File: src/hw/rtl/bpa_pkg.sv
// Package for the bump pool allocator: field widths, kind and status codes,
// and the structs passed between the register block and the allocator core.
// No dependencies.
package bpa_pkg;

   localparam int unsigned ADDR_W     = 32;
   localparam int unsigned OFFSET_W   = 17;
   localparam int unsigned COUNT_W    = 32;
   localparam int unsigned LATE_W     = 16;
   localparam int unsigned ALIGN_W    = 3;
   localparam int unsigned MASK_W     = 7;
   localparam int unsigned CSR_DATA_W = 32;
   localparam int unsigned CSR_IDX_W  = 1;

   localparam int unsigned POOL_SIZE_MAX_DEFAULT = 65536;
   localparam int unsigned OFFSET_MAX = (1 << OFFSET_W) - 1;

   typedef enum logic [1:0] {
      KIND_ALLOC = 2'd0,
      KIND_FREE  = 2'd1,
      KIND_SEAL  = 2'd2,
      KIND_NONE  = 2'd3
   } kind_type;

   typedef enum logic [2:0] {
      ST_GRANTED  = 3'd0,
      ST_OVERFLOW = 3'd1,
      ST_ZERO     = 3'd2,
      ST_REWOUND  = 3'd3,
      ST_IGNORED  = 3'd4,
      ST_HEAP     = 3'd5,
      ST_SEALED   = 3'd6
   } status_type;

   typedef enum logic [CSR_IDX_W-1:0] {
      CSR_POOL_BASE  = 1'd0,
      CSR_POOL_BYTES = 1'd1
   } csr_index_type;

   typedef struct packed {
      logic [ADDR_W-1:0]   pool_base;
      logic [OFFSET_W-1:0] capacity;
   } cfg_type;

   typedef struct packed {
      logic [1:0]          kind;
      logic [OFFSET_W-1:0] size;
      logic [ALIGN_W-1:0]  align_log2;
      logic [ADDR_W-1:0]   address;
   } req_type;

   typedef struct packed {
      status_type          status;
      logic [ADDR_W-1:0]   block_address;
      logic [OFFSET_W-1:0] used_bytes;
      logic [OFFSET_W-1:0] peak_bytes;
      logic [COUNT_W-1:0]  overflow_total;
      logic [LATE_W-1:0]   late_allocations;
   } rsp_type;

endpackage

File: src/hw/rtl/bpa_csr.sv
// Configuration registers of the bump pool allocator and the clamped pool
// capacity derived from them. Depends on bpa_pkg.
module bpa_csr #(
   parameter int unsigned POOL_SIZE_MAX = bpa_pkg::POOL_SIZE_MAX_DEFAULT
) (
   input  logic                            clock,
   input  logic                            reset,
   input  logic                            csr_write_enable,
   input  logic [bpa_pkg::CSR_IDX_W-1:0]   csr_index,
   input  logic [bpa_pkg::CSR_DATA_W-1:0]  csr_write_data,
   output bpa_pkg::cfg_type                cfg
);

   // The capacity register can never exceed the offset range, so the limit
   // only bites when it is below that range.
   localparam int unsigned LIMIT =
      (POOL_SIZE_MAX > bpa_pkg::OFFSET_MAX) ? bpa_pkg::OFFSET_MAX : POOL_SIZE_MAX;
   localparam logic [bpa_pkg::OFFSET_W-1:0] LIMIT_V = bpa_pkg::OFFSET_W'(LIMIT);

   logic [bpa_pkg::ADDR_W-1:0]   pool_base_ff;
   logic [bpa_pkg::ADDR_W-1:0]   pool_base_in;
   logic [bpa_pkg::OFFSET_W-1:0] pool_bytes_ff;
   logic [bpa_pkg::OFFSET_W-1:0] pool_bytes_in;

   always_comb begin
      pool_base_in  = pool_base_ff;
      pool_bytes_in = pool_bytes_ff;
      if (csr_write_enable) begin
         unique case (bpa_pkg::csr_index_type'(csr_index))
            bpa_pkg::CSR_POOL_BASE:  pool_base_in  = csr_write_data[bpa_pkg::ADDR_W-1:0];
            bpa_pkg::CSR_POOL_BYTES: pool_bytes_in = csr_write_data[bpa_pkg::OFFSET_W-1:0];
            default: ;
         endcase
      end
   end

   always_ff @(posedge clock) begin
      if (reset) begin
         pool_base_ff  <= '0;
         pool_bytes_ff <= bpa_pkg::OFFSET_W'(65536);
      end else begin
         pool_base_ff  <= pool_base_in;
         pool_bytes_ff <= pool_bytes_in;
      end
   end

   assign cfg.pool_base = pool_base_ff;
   assign cfg.capacity  = (pool_bytes_ff < LIMIT_V) ? pool_bytes_ff : LIMIT_V;

endmodule

File: src/hw/rtl/bpa_core.sv
// Allocator core: request register, allocator state with its update logic,
// and the result register. Depends on bpa_pkg.
module bpa_core (
   input  logic             clock,
   input  logic             reset,
   input  bpa_pkg::cfg_type cfg,
   input  logic             req_accept,
   input  bpa_pkg::req_type req,
   output logic             rsp_valid,
   output bpa_pkg::rsp_type rsp
);

   localparam int unsigned OW = bpa_pkg::OFFSET_W;
   localparam int unsigned AW = bpa_pkg::ADDR_W;
   localparam int unsigned CW = bpa_pkg::COUNT_W;
   localparam int unsigned LW = bpa_pkg::LATE_W;
   localparam int unsigned MW = bpa_pkg::MASK_W;

   logic             req_valid_ff;
   bpa_pkg::req_type req_ff;

   logic [OW-1:0] bump_ff,      bump_in;
   logic [OW-1:0] peak_ff,      peak_in;
   logic [CW-1:0] overflow_ff,  overflow_in;
   logic [LW-1:0] late_ff,      late_in;
   logic          sealed_ff,    sealed_in;
   logic [AW-1:0] last_addr_ff, last_addr_in;
   logic [OW-1:0] last_prior_ff, last_prior_in;
   logic          last_valid_ff, last_valid_in;

   logic             rsp_valid_ff;
   bpa_pkg::rsp_type rsp_ff, rsp_in;

   logic [MW-1:0] align_mask;
   logic [OW:0]   start_off;
   logic [OW+1:0] end_off;
   logic          fits;
   logic [AW-1:0] grant_addr;
   logic [CW:0]   overflow_sum;
   logic [AW:0]   pool_end;
   logic          in_pool;
   logic          late_bump;

   always_ff @(posedge clock) begin
      if (reset) begin
         req_valid_ff <= 1'b0;
      end else begin
         req_valid_ff <= req_accept;
      end
   end

   always_ff @(posedge clock) begin
      if (req_accept) begin
         req_ff <= req;
      end
   end

   // Offset arithmetic: round up, then check the end against the capacity
   // without any wrap.
   always_comb begin
      align_mask   = MW'((8'd1 << req_ff.align_log2) - 8'd1);
      start_off    = ({1'b0, bump_ff} + {{(OW+1-MW){1'b0}}, align_mask})
                     & ~{{(OW+1-MW){1'b0}}, align_mask};
      end_off      = {1'b0, start_off} + {2'b00, req_ff.size};
      fits         = (cfg.capacity != '0) && (end_off <= {2'b00, cfg.capacity});
      grant_addr   = cfg.pool_base + AW'(start_off);
      overflow_sum = {1'b0, overflow_ff} + {{(CW+1-OW){1'b0}}, req_ff.size};
      pool_end     = {1'b0, cfg.pool_base} + {{(AW+1-OW){1'b0}}, cfg.capacity};
      in_pool      = (cfg.capacity != '0) && (req_ff.address >= cfg.pool_base)
                     && ({1'b0, req_ff.address} < pool_end);
      late_bump    = sealed_ff && (late_ff != {LW{1'b1}});
   end

   always_comb begin
      bump_in       = bump_ff;
      peak_in       = peak_ff;
      overflow_in   = overflow_ff;
      late_in       = late_ff;
      sealed_in     = sealed_ff;
      last_addr_in  = last_addr_ff;
      last_prior_in = last_prior_ff;
      last_valid_in = last_valid_ff;
      rsp_in.status        = bpa_pkg::ST_IGNORED;
      rsp_in.block_address = '0;

      if (req_valid_ff) begin
         case (bpa_pkg::kind_type'(req_ff.kind))
            bpa_pkg::KIND_ALLOC: begin
               if (req_ff.size == '0) begin
                  rsp_in.status = bpa_pkg::ST_ZERO;
               end else begin
                  if (late_bump) begin
                     late_in = late_ff + LW'(1);
                  end
                  if (fits) begin
                     rsp_in.status        = bpa_pkg::ST_GRANTED;
                     rsp_in.block_address = grant_addr;
                     last_addr_in         = grant_addr;
                     last_prior_in        = bump_ff;
                     last_valid_in        = 1'b1;
                     bump_in              = end_off[OW-1:0];
                     if (end_off[OW-1:0] > peak_ff) begin
                        peak_in = end_off[OW-1:0];
                     end
                  end else begin
                     rsp_in.status = bpa_pkg::ST_OVERFLOW;
                     overflow_in   = overflow_sum[CW] ? {CW{1'b1}} : overflow_sum[CW-1:0];
                  end
               end
            end
            bpa_pkg::KIND_FREE: begin
               if (!in_pool) begin
                  rsp_in.status = bpa_pkg::ST_HEAP;
               end else if (last_valid_ff && (req_ff.address == last_addr_ff)) begin
                  rsp_in.status = bpa_pkg::ST_REWOUND;
                  bump_in       = last_prior_ff;
                  last_valid_in = 1'b0;
               end
            end
            bpa_pkg::KIND_SEAL: begin
               rsp_in.status = bpa_pkg::ST_SEALED;
               sealed_in     = 1'b1;
            end
            default: ;
         endcase
      end

      rsp_in.used_bytes       = bump_in;
      rsp_in.peak_bytes       = peak_in;
      rsp_in.overflow_total   = overflow_in;
      rsp_in.late_allocations = late_in;
   end

   always_ff @(posedge clock) begin
      if (reset) begin
         bump_ff       <= '0;
         peak_ff       <= '0;
         overflow_ff   <= '0;
         late_ff       <= '0;
         sealed_ff     <= 1'b0;
         last_addr_ff  <= '0;
         last_prior_ff <= '0;
         last_valid_ff <= 1'b0;
         rsp_valid_ff  <= 1'b0;
      end else begin
         bump_ff       <= bump_in;
         peak_ff       <= peak_in;
         overflow_ff   <= overflow_in;
         late_ff       <= late_in;
         sealed_ff     <= sealed_in;
         last_addr_ff  <= last_addr_in;
         last_prior_ff <= last_prior_in;
         last_valid_ff <= last_valid_in;
         rsp_valid_ff  <= req_valid_ff;
      end
   end

   always_ff @(posedge clock) begin
      if (req_valid_ff) begin
         rsp_ff <= rsp_in;
      end
   end

   assign rsp_valid = rsp_valid_ff;
   assign rsp       = rsp_ff;

endmodule

File: src/hw/rtl/bump_pool_allocator.sv
// Top level of the bump pool allocator: configuration registers and the
// allocator core. Depends on bpa_pkg, bpa_csr and bpa_core.
//
// The block takes one request per clock cycle: busy is never raised, so a
// request is taken at every edge where start is high. Its result appears
// as a single-cycle beat marked by rsp_valid, once it has passed the
// request register and the result register that sit either side of the
// update of the allocator state. The receiver cannot hold a result off and
// must take every beat as it appears. Pool registers are written through
// the csr_ port and take effect on the next request; they should only be
// changed while no request is in flight.
module bump_pool_allocator #(
   parameter int unsigned POOL_SIZE_MAX = bpa_pkg::POOL_SIZE_MAX_DEFAULT
) (
   input  logic                              clock,
   input  logic                              reset,
   input  logic                              start,
   output logic                              busy,
   input  logic [1:0]                        req_kind,
   input  logic [bpa_pkg::OFFSET_W-1:0]      req_size,
   input  logic [bpa_pkg::ALIGN_W-1:0]       req_align_log2,
   input  logic [bpa_pkg::ADDR_W-1:0]        req_address,
   output logic                              rsp_valid,
   output logic [2:0]                        rsp_status,
   output logic [bpa_pkg::ADDR_W-1:0]        rsp_block_address,
   output logic [bpa_pkg::OFFSET_W-1:0]      rsp_used_bytes,
   output logic [bpa_pkg::OFFSET_W-1:0]      rsp_peak_bytes,
   output logic [bpa_pkg::COUNT_W-1:0]       rsp_overflow_total,
   output logic [bpa_pkg::LATE_W-1:0]        rsp_late_allocations,
   input  logic                              csr_write_enable,
   input  logic [bpa_pkg::CSR_IDX_W-1:0]     csr_index,
   input  logic [bpa_pkg::CSR_DATA_W-1:0]    csr_write_data
);

   bpa_pkg::cfg_type cfg;
   bpa_pkg::req_type req;
   bpa_pkg::rsp_type rsp;

   assign busy = 1'b0;

   assign req.kind       = req_kind;
   assign req.size       = req_size;
   assign req.align_log2 = req_align_log2;
   assign req.address    = req_address;

   bpa_csr #(
      .POOL_SIZE_MAX (POOL_SIZE_MAX)
   ) u_csr (
      .clock            (clock),
      .reset            (reset),
      .csr_write_enable (csr_write_enable),
      .csr_index        (csr_index),
      .csr_write_data   (csr_write_data),
      .cfg              (cfg)
   );

   bpa_core u_core (
      .clock      (clock),
      .reset      (reset),
      .cfg        (cfg),
      .req_accept (start && !busy),
      .req        (req),
      .rsp_valid  (rsp_valid),
      .rsp        (rsp)
   );

   assign rsp_status           = rsp.status;
   assign rsp_block_address    = rsp.block_address;
   assign rsp_used_bytes       = rsp.used_bytes;
   assign rsp_peak_bytes       = rsp.peak_bytes;
   assign rsp_overflow_total   = rsp.overflow_total;
   assign rsp_late_allocations = rsp.late_allocations;

endmodule

File: config.mk
export PLATFORM = sky130hd
export DESIGN_NAME = bump_pool_allocator
export DESIGN_NICKNAME = d
export VERILOG_FILES = /design/src/hw/rtl/bpa_pkg.sv /design/src/hw/rtl/bpa_csr.sv /design/src/hw/rtl/bpa_core.sv /design/src/hw/rtl/bump_pool_allocator.sv
export SDC_FILE = /design/constraint.sdc
export NUM_CORES = 1
export LEC_CHECK = 0
export ABC_AREA = 1
export BUFFER_PORTS_ARGS = -buffer_cell sky130_fd_sc_hd__buf_2
export CELL_PAD_IN_SITES_DETAIL_PLACEMENT = 0
export CELL_PAD_IN_SITES_GLOBAL_PLACEMENT = 1
export CORE_MARGIN = 3
export CORE_UTILIZATION = 41
export DETAILED_ROUTE_END_ITERATION = 12
export HOLD_SLACK_MARGIN = 0.15
export MAX_ROUTING_LAYER = met4
export PLACE_DENSITY_LB_ADDON = 0.1
export SETUP_SLACK_MARGIN = 0.02
export SLEW_MARGIN = 15
export SYNTH_ARGS = -nofsm -noshare
export SYNTH_HDL_FRONTEND = slang
export SYNTH_SLANG_ARGS = --single-unit
File: constraint.sdc
create_clock -name clock -period 6.3 [get_ports clock]
set_input_delay 0.63 -clock clock [delete_from_list [all_inputs] [get_ports clock]]
set_output_delay 0.63 -clock clock [all_outputs]
set_load 0.005 [all_outputs]
==> run_results.csv, run 1 <==
group,metric,value,unit
outcome,status,"completed",
cts,clkSlewWorstSetupHoldPaths,60,ps
route,first_iter_violations,1225,
timing,slew_headroom,29.59,%
cts,clock_path_buffers,3,
floorplan,effective_utilization_at_floorplan,41.83,%
floorplan,die_height,233.2,um
finish,area_growth_syn_to_layout,20.38,%
synthesis,postSynth.asyncResetShare,0,%
finish,design.final.nets,3181,
place,portBuffers,208,
global_routing,grt_start_max_net_pins,60,
critical_path,end_kind,"flip-flop",
floorplan,std_cell_rows,82,
critical_path,worstRegToRegCells,37,
timing,finalSetupViolCount,0,
place,placed_cells,3516,
floorplan,die_x,233.2,um
route,postRouteAntennaNets,0,
route,first_pass_iters,6,
timing,tightest_slew,1054,ps
floorplan,ioPinCount,210,
global_routing,antenna_violations_before_repair,0,
route,drt-wirelength-per-cell,18.99,um
synthesis,synth_cell_area,21160,um^2
synthesis,mappedNetlistNets,2914,
finish,final_cell_area,25470,um^2
finish,final_common_cell,"nand2_1",
synthesis,ys_seq_area_share,41.68,%
global_routing,overflow,0,
timing,fin_tns_setup,0,ps
synthesis,synth_edf_count,171,
synthesis,ys_seq_elements,355,
synthesis,post_synth_num_cell_types,60,
place,placed_area,23230,um^2
global_routing,grt_use_total,25.27,%
route,wire_length_after_detailed_routing,68770,um
critical_path,critical_path_arrival,6370,ps
critical_path,critPathKind,"flip-flop to flip-flop",
route,vias_per_instance,5.165,
global_routing,grt_first_pass_wirelength,102800,um
synthesis,yosys_most_used_dff,"dfxtp_1",
synthesis,average_cell_area_after_synthesis,7.987,um^2
cts,cts-root-buf,"clkbuf_16",
synthesis,synthesis.instances,2649,
cts,clock_buffer_count_from_cts,41,
timing,final.setup_skew,27.02,ps
timing,finalHoldViolations,0,
critical_path,critical_path_required,6630,ps
place,place_worst_setup_slack,-73.38,ps
route,post-route-drc-count,0,
run,timing.max_cap.violations,0,
finish,post_layout_nonfiller_instances,3621,
cts,cts_max_level,2,
pwr,max-vdd-ir-drop,0.0002098,V
place,place_hpwl,51860,um
finish,antenna-diode-count,0,
finish,final_cell_mix,"nand2_1, inv_1, a21oi_1",
timing,worst_slack,258.0,ps
floorplan,floorplan.die_area,54360,um^2
pwr,p_leak,11.26,nW
timing,timing.final.max_slew_violations,0,
route,routed-via-count,18702,
timing,achievable-frequency,165.5,MHz
timing,final.min_clock_period,6042,ps
cts,tritoncts,"done",
hold_path,timing.hold.worst.class,"input pin to flip-flop",
critical_path,crit_path_frequent_cell,"nand2_1",
critical_path,critical_path.startpoint_type,"flip-flop",
cts,cts_hold_buffers,0,
hold_path,worstHoldPathCells,1,
global_routing,vias_in_the_first_global_route,18089,
critical_path,slowest_delay,470,ps
place,gpl.final_weighted_congestion,0.9247,
floorplan,core,50580,um^2
finish,proportion_of_layout_cells_with_a_drive_suffix_above_1,16.89,%
pwr,pwr_density_cell,253.6,nW/um^2
cts,cts_sinks,355,
synthesis,ys_warn_count,0,
timing,final.period_utilization,95.90,%
critical_path,timing.critical_path.slowest_stage_cell,"edfxtp_1",
critical_path,critPathMaxFanout,5,
cts,latest_clock_arrival_within_the_worst_skew_pair,580,ps
-- final timing paths --
check / slack, ps / end / start
hold / removal: 230 / u_core.req_ff[10]$_DFFE_PP_ / req_address[10]
hold reg to reg: 450 / u_core.last_prior_ff[15]$_SDFFE_PP0P_ / u_core.last_prior_ff[15]$_SDFFE_PP0P_
setup reg to reg: 260 / u_core.rsp[80]$_DFFE_PP_ / u_core.req_ff[32]$_DFFE_PP_
setup / recovery: 260 / u_core.rsp[80]$_DFFE_PP_ / u_core.req_ff[32]$_DFFE_PP_
-- logic make-up after synthesis --
logic type / after synthesis / synth area share [%]
AND/OR/NAND/NOR: 1025 / 21.66
AO/OA/AOI/OAI: 508 / 12.67
buffers and inverters: 466 / 8.534
flip-flops: 355 / 41.68
adder cells (fa/ha/maj): 174 / 10.47
XOR/XNOR: 120 / 4.968
other: 1 / 0.01773
-- synthesized netlist by cell type (4+ instances only) --
cell type,instances,area share (%)
nand2_1,499,8.9
inv_1,381,6.8
a21oi_1,241,5.7
nor2_1,216,3.8
o21ai_0,191,4.5
dfxtp_1,184,17
edfxtp_1,171,24
ha_1,169,10
nand3_1,127,3.0
xor2_1,84,3.5
nand4_1,47,1.4
clkbuf_1,46,0.82
nor3_1,40,0.95
xnor2_1,36,1.5
o21ai_1,23,0.54
nor4_1,20,0.59
buf_2,18,0.43
or2_2,16,0.47
nand3_2,14,0.66
a31oi_1,8,0.24
nand2_2,8,0.24
o21a_1,8,0.28
and3_1,6,0.18
buf_1,6,0.11
a21o_1,5,0.18
clkinv_1,5,0.089
fa_1,5,0.47
inv_2,5,0.089
o211ai_1,5,0.18
buf_6,4,0.21
nand2_4,4,0.21
or2_1,4,0.12
-- through the flow --
step,power [mW],hold slack (ps),util [%]
after global placement,3.922,435.6,45.94
after detailed placement,3.937,440.1,45.94
after global routing,6.780,206.7,50.35
final,6.458,230.8,50.35
after CTS,6.414,195.6,48.73
after floorplan,3.444,424.5,-
-- worst max-delay path, delay by kind of cell, from the launching register on --
family	cells	cell delay, ps
adders and majority gates	4	1000
AOI/OAI and AO/OA	7	1490
and+or+nand+nor	18	1850
xor gates and xnor gates	2	490
buffers and inverters	6	490
DFF	1	470
-- per-layer routing --
metal	global-route usage, %	share of wire [%]	up-vias
li1	-	-	9362
met2	42.97	48	471
met4	5.851	2.8	0
met1	32.56	45	8767
met5	-	0	-
met3	2.610	4.2	102
-- report_power, final --
group,leakage (nW),internal [mW],switching (mW)
Clock,0.664,1.46,0.987
Combinational,7.45,0.514,0.851
Sequential,3.15,2.54,0.110
Total,11.3,4.51,1.95
-- flip-flops by register name, summed over array words and instances, names as in the netlist, 17 cells and up --
| signal | count |
|---|---|
| u_core.bump_ff | 17 |
| u_core.rsp | 117 |
| u_core.last_prior_ff | 17 |
| u_core.req_ff | 54 |
| u_csr.pool_base_ff | 32 |
| u_core.overflow_ff | 32 |
| u_csr.pool_bytes_ff | 17 |
| u_core.peak_ff | 17 |
| u_core.last_addr_ff | 32 |
-- area by class of cell --
type | count | area [um^2]
clock buffers | 58 | 1162
clock inverters | 18 | 206.4
fillers | 4928 | 25110
inverters | 391 | 1483
multi-input cells | 1830 | 11030
flip-flops and latches | 355 | 8822
well taps | 672 | 840.8
repair buffers | 297 | 1928
-- timing repair --
item,in CTS,in global routing
setup endpoints to repair,39,215
resized for setup,7,109
pin swaps,0,29
gates cloned,0,9
setup buffers,0,20
Power figures use the tool's default switching activity.
==> run 2: changes to the inputs <==
RECOVER_POWER = 25   (was unset)
==> run 2 against run 1 <==
  * The run now ends with capacitance limit, slew limit left
  * Maximum frequency barely moved
  * First-iteration DRC count hardly changed
  * Final cell count unchanged
  * Wire length about the same
  * Utilization is essentially flat
  * Setup slack better by 1.1 ps
  * Sequential power hardly changed
  * Sequential share of layout area about the same
  * Non-clock buffer count stayed put
  * Clock skew about the same
  * Total power about the same
==> run_results.csv, run 2 (synthesis results as in run 1) <==
group,metric,value,unit
outcome,status,"finished, violations left",
outcome,violated_checks,"capacitance limit, slew limit",
pwr,max-vdd-ir-drop,0.0002098,V
finish,area_growth_syn_to_layout,20.34,%
timing,tightest_slew,3470,ps
place,place_worst_setup_slack,-73.38,ps
critical_path,end_kind,"flip-flop",
global_routing,antenna_violations_before_repair,0,
critical_path,critical_path.startpoint_type,"flip-flop",
pwr,pwr_density_cell,253.7,nW/um^2
cts,clock_buffer_count_from_cts,41,
cts,cts_hold_buffers,0,
critical_path,slowest_delay,470,ps
floorplan,floorplan.die_area,54360,um^2
global_routing,grt_first_pass_wirelength,102800,um
floorplan,die_x,233.2,um
critical_path,path_buf_inv,6,
hold_path,timing.hold.worst.class,"input pin to flip-flop",
finish,fillCellCount,4933,
route,post-route-drc-count,0,
route,routed-via-count,18689,
global_routing,overflow,0,
critical_path,critPathMaxFanout,5,
pwr,p_leak,11.25,nW
finish,antenna-diode-count,0,
critical_path,crit_path_frequent_cell,"nand2_1",
finish,proportion_of_layout_cells_with_a_drive_suffix_above_1,16.75,%
cts,latest_clock_arrival_within_the_worst_skew_pair,580,ps
global_routing,vias_in_the_first_global_route,18089,
timing,final.setup_skew,27.35,ps
cts,cts-root-buf,"clkbuf_16",
floorplan,ioPinCount,210,
floorplan,effective_utilization_at_floorplan,41.83,%
critical_path,critical_path_arrival,6370,ps
global_routing,grt_use_total,25.27,%
cts,tritoncts,"done",
place,gpl.final_weighted_congestion,0.9247,
timing,achievable-frequency,165.5,MHz
finish,final_common_cell,"nand2_1",
critical_path,path_delay_family,"simple AND/OR/NAND/NOR gates",
route,first_pass_iters,5,
timing,final.min_clock_period,6041,ps
floorplan,core,50580,um^2
route,drt-wirelength-per-cell,18.99,um
place,portBuffers,208,
cts,cts_sinks,355,
route,vias_per_instance,5.161,
floorplan,std_cell_rows,82,
timing,slew_headroom,-131.4,%
cts,cts_max_level,2,
global_routing,grt_start_max_net_pins,60,
route,first_iter_violations,1224,
place,placed_area,23230,um^2
timing,worst_slack,259.1,ps
critical_path,timing.critical_path.slowest_stage_cell,"edfxtp_1",
timing,final.period_utilization,95.89,%
floorplan,die_height,233.2,um
place,place_hpwl,51860,um
run,timing.max_cap.violations,1,
route,postRouteAntennaNets,0,
critical_path,critPathKind,"flip-flop to flip-flop",
timing,finalSetupViolCount,0,
timing,timing.final.max_slew_violations,56,
finish,design.final.nets,3181,
timing,final.hold.worst_slack,230.4,ps
critical_path,critical_path_required,6630,ps
timing,finalHoldViolations,0,
finish,final_cell_area,25460,um^2
cts,clock_path_buffers,3,
finish,final_cell_mix,"nand2_1, inv_1, a21oi_1",
cts,clkSlewWorstSetupHoldPaths,60,ps
route,wire_length_after_detailed_routing,68780,um
finish,flip_flop_count_of_the_largest_register_all_copies_and_words_added,117,
run 2: cell count changes in the layout (fill, tap and decap cells not counted):
cell / change
buf_2: -3
clkbuf_1: +4
buf_4: -1
run 2: worst paths after layout:
path	start	end	slack, ps	cells after the start
setup / recovery	u_core.req_ff[32]$_DFFE_PP_	u_core.rsp[80]$_DFFE_PP_	260	37
hold / removal	req_address[10]	u_core.req_ff[10]$_DFFE_PP_	230	1
setup reg to reg	u_core.req_ff[32]$_DFFE_PP_	u_core.rsp[80]$_DFFE_PP_	260	37
hold reg to reg	u_core.last_prior_ff[15]$_SDFFE_PP0P_	u_core.last_prior_ff[15]$_SDFFE_PP0P_	450	2
run 2: area by class of cell:
type                            instances  area, um^2  share of cell area, %
Clock buffer                           58        1162                  4.565
Sequential cell                       355        8822                  34.65
Tap cell                              672       840.8                  3.302
Multi-Input combinational cell       1830       11030                  43.30
Clock inverter                         18       206.4                 0.8108
Inverter                              391        1483                  5.823
Timing Repair Buffer                  297        1921                  7.543
run 2: metal layers:
| metal | GRT usage, % | share of wire, % | vias up |
|---|---|---|---|
| met5 | - | 0 | - |
| li1 | - | - | 9362 |
| met3 | 2.610 | 4.2 | 102 |
| met4 | 5.851 | 2.8 | 0 |
| met1 | 32.56 | 45 | 8762 |
| met2 | 42.97 | 48 | 463 |
run 2: report_power, final:
part / total, mW / internal [mW] / leakage [nW] / switching, mW
Clock: 2.44 / 1.46 / 0.664 / 0.988
Combinational: 1.36 / 0.514 / 7.44 / 0.851
Sequential: 2.65 / 2.54 / 3.15 / 0.110
run 2: repair_timing:
action	4_1_cts	5_1_grt
pin swaps	0	29
endpoints found under the hold margin	0	0
gates cloned	0	9
buffers inserted	0	20
gates resized for setup	7	109
setup endpoints to repair	39	215
run 2: per-stage QoR:
stage,power (mW),util [%],TNS (ps),instances
after floorplan,3.444,-,0,2649
after global placement,3.922,45.94,-34.98,3516
after detailed placement,3.937,45.94,-148.2,3516
after CTS,6.414,48.73,0,3592
after global routing,6.782,50.34,-6285,3621
final,6.458,50.34,0,3621
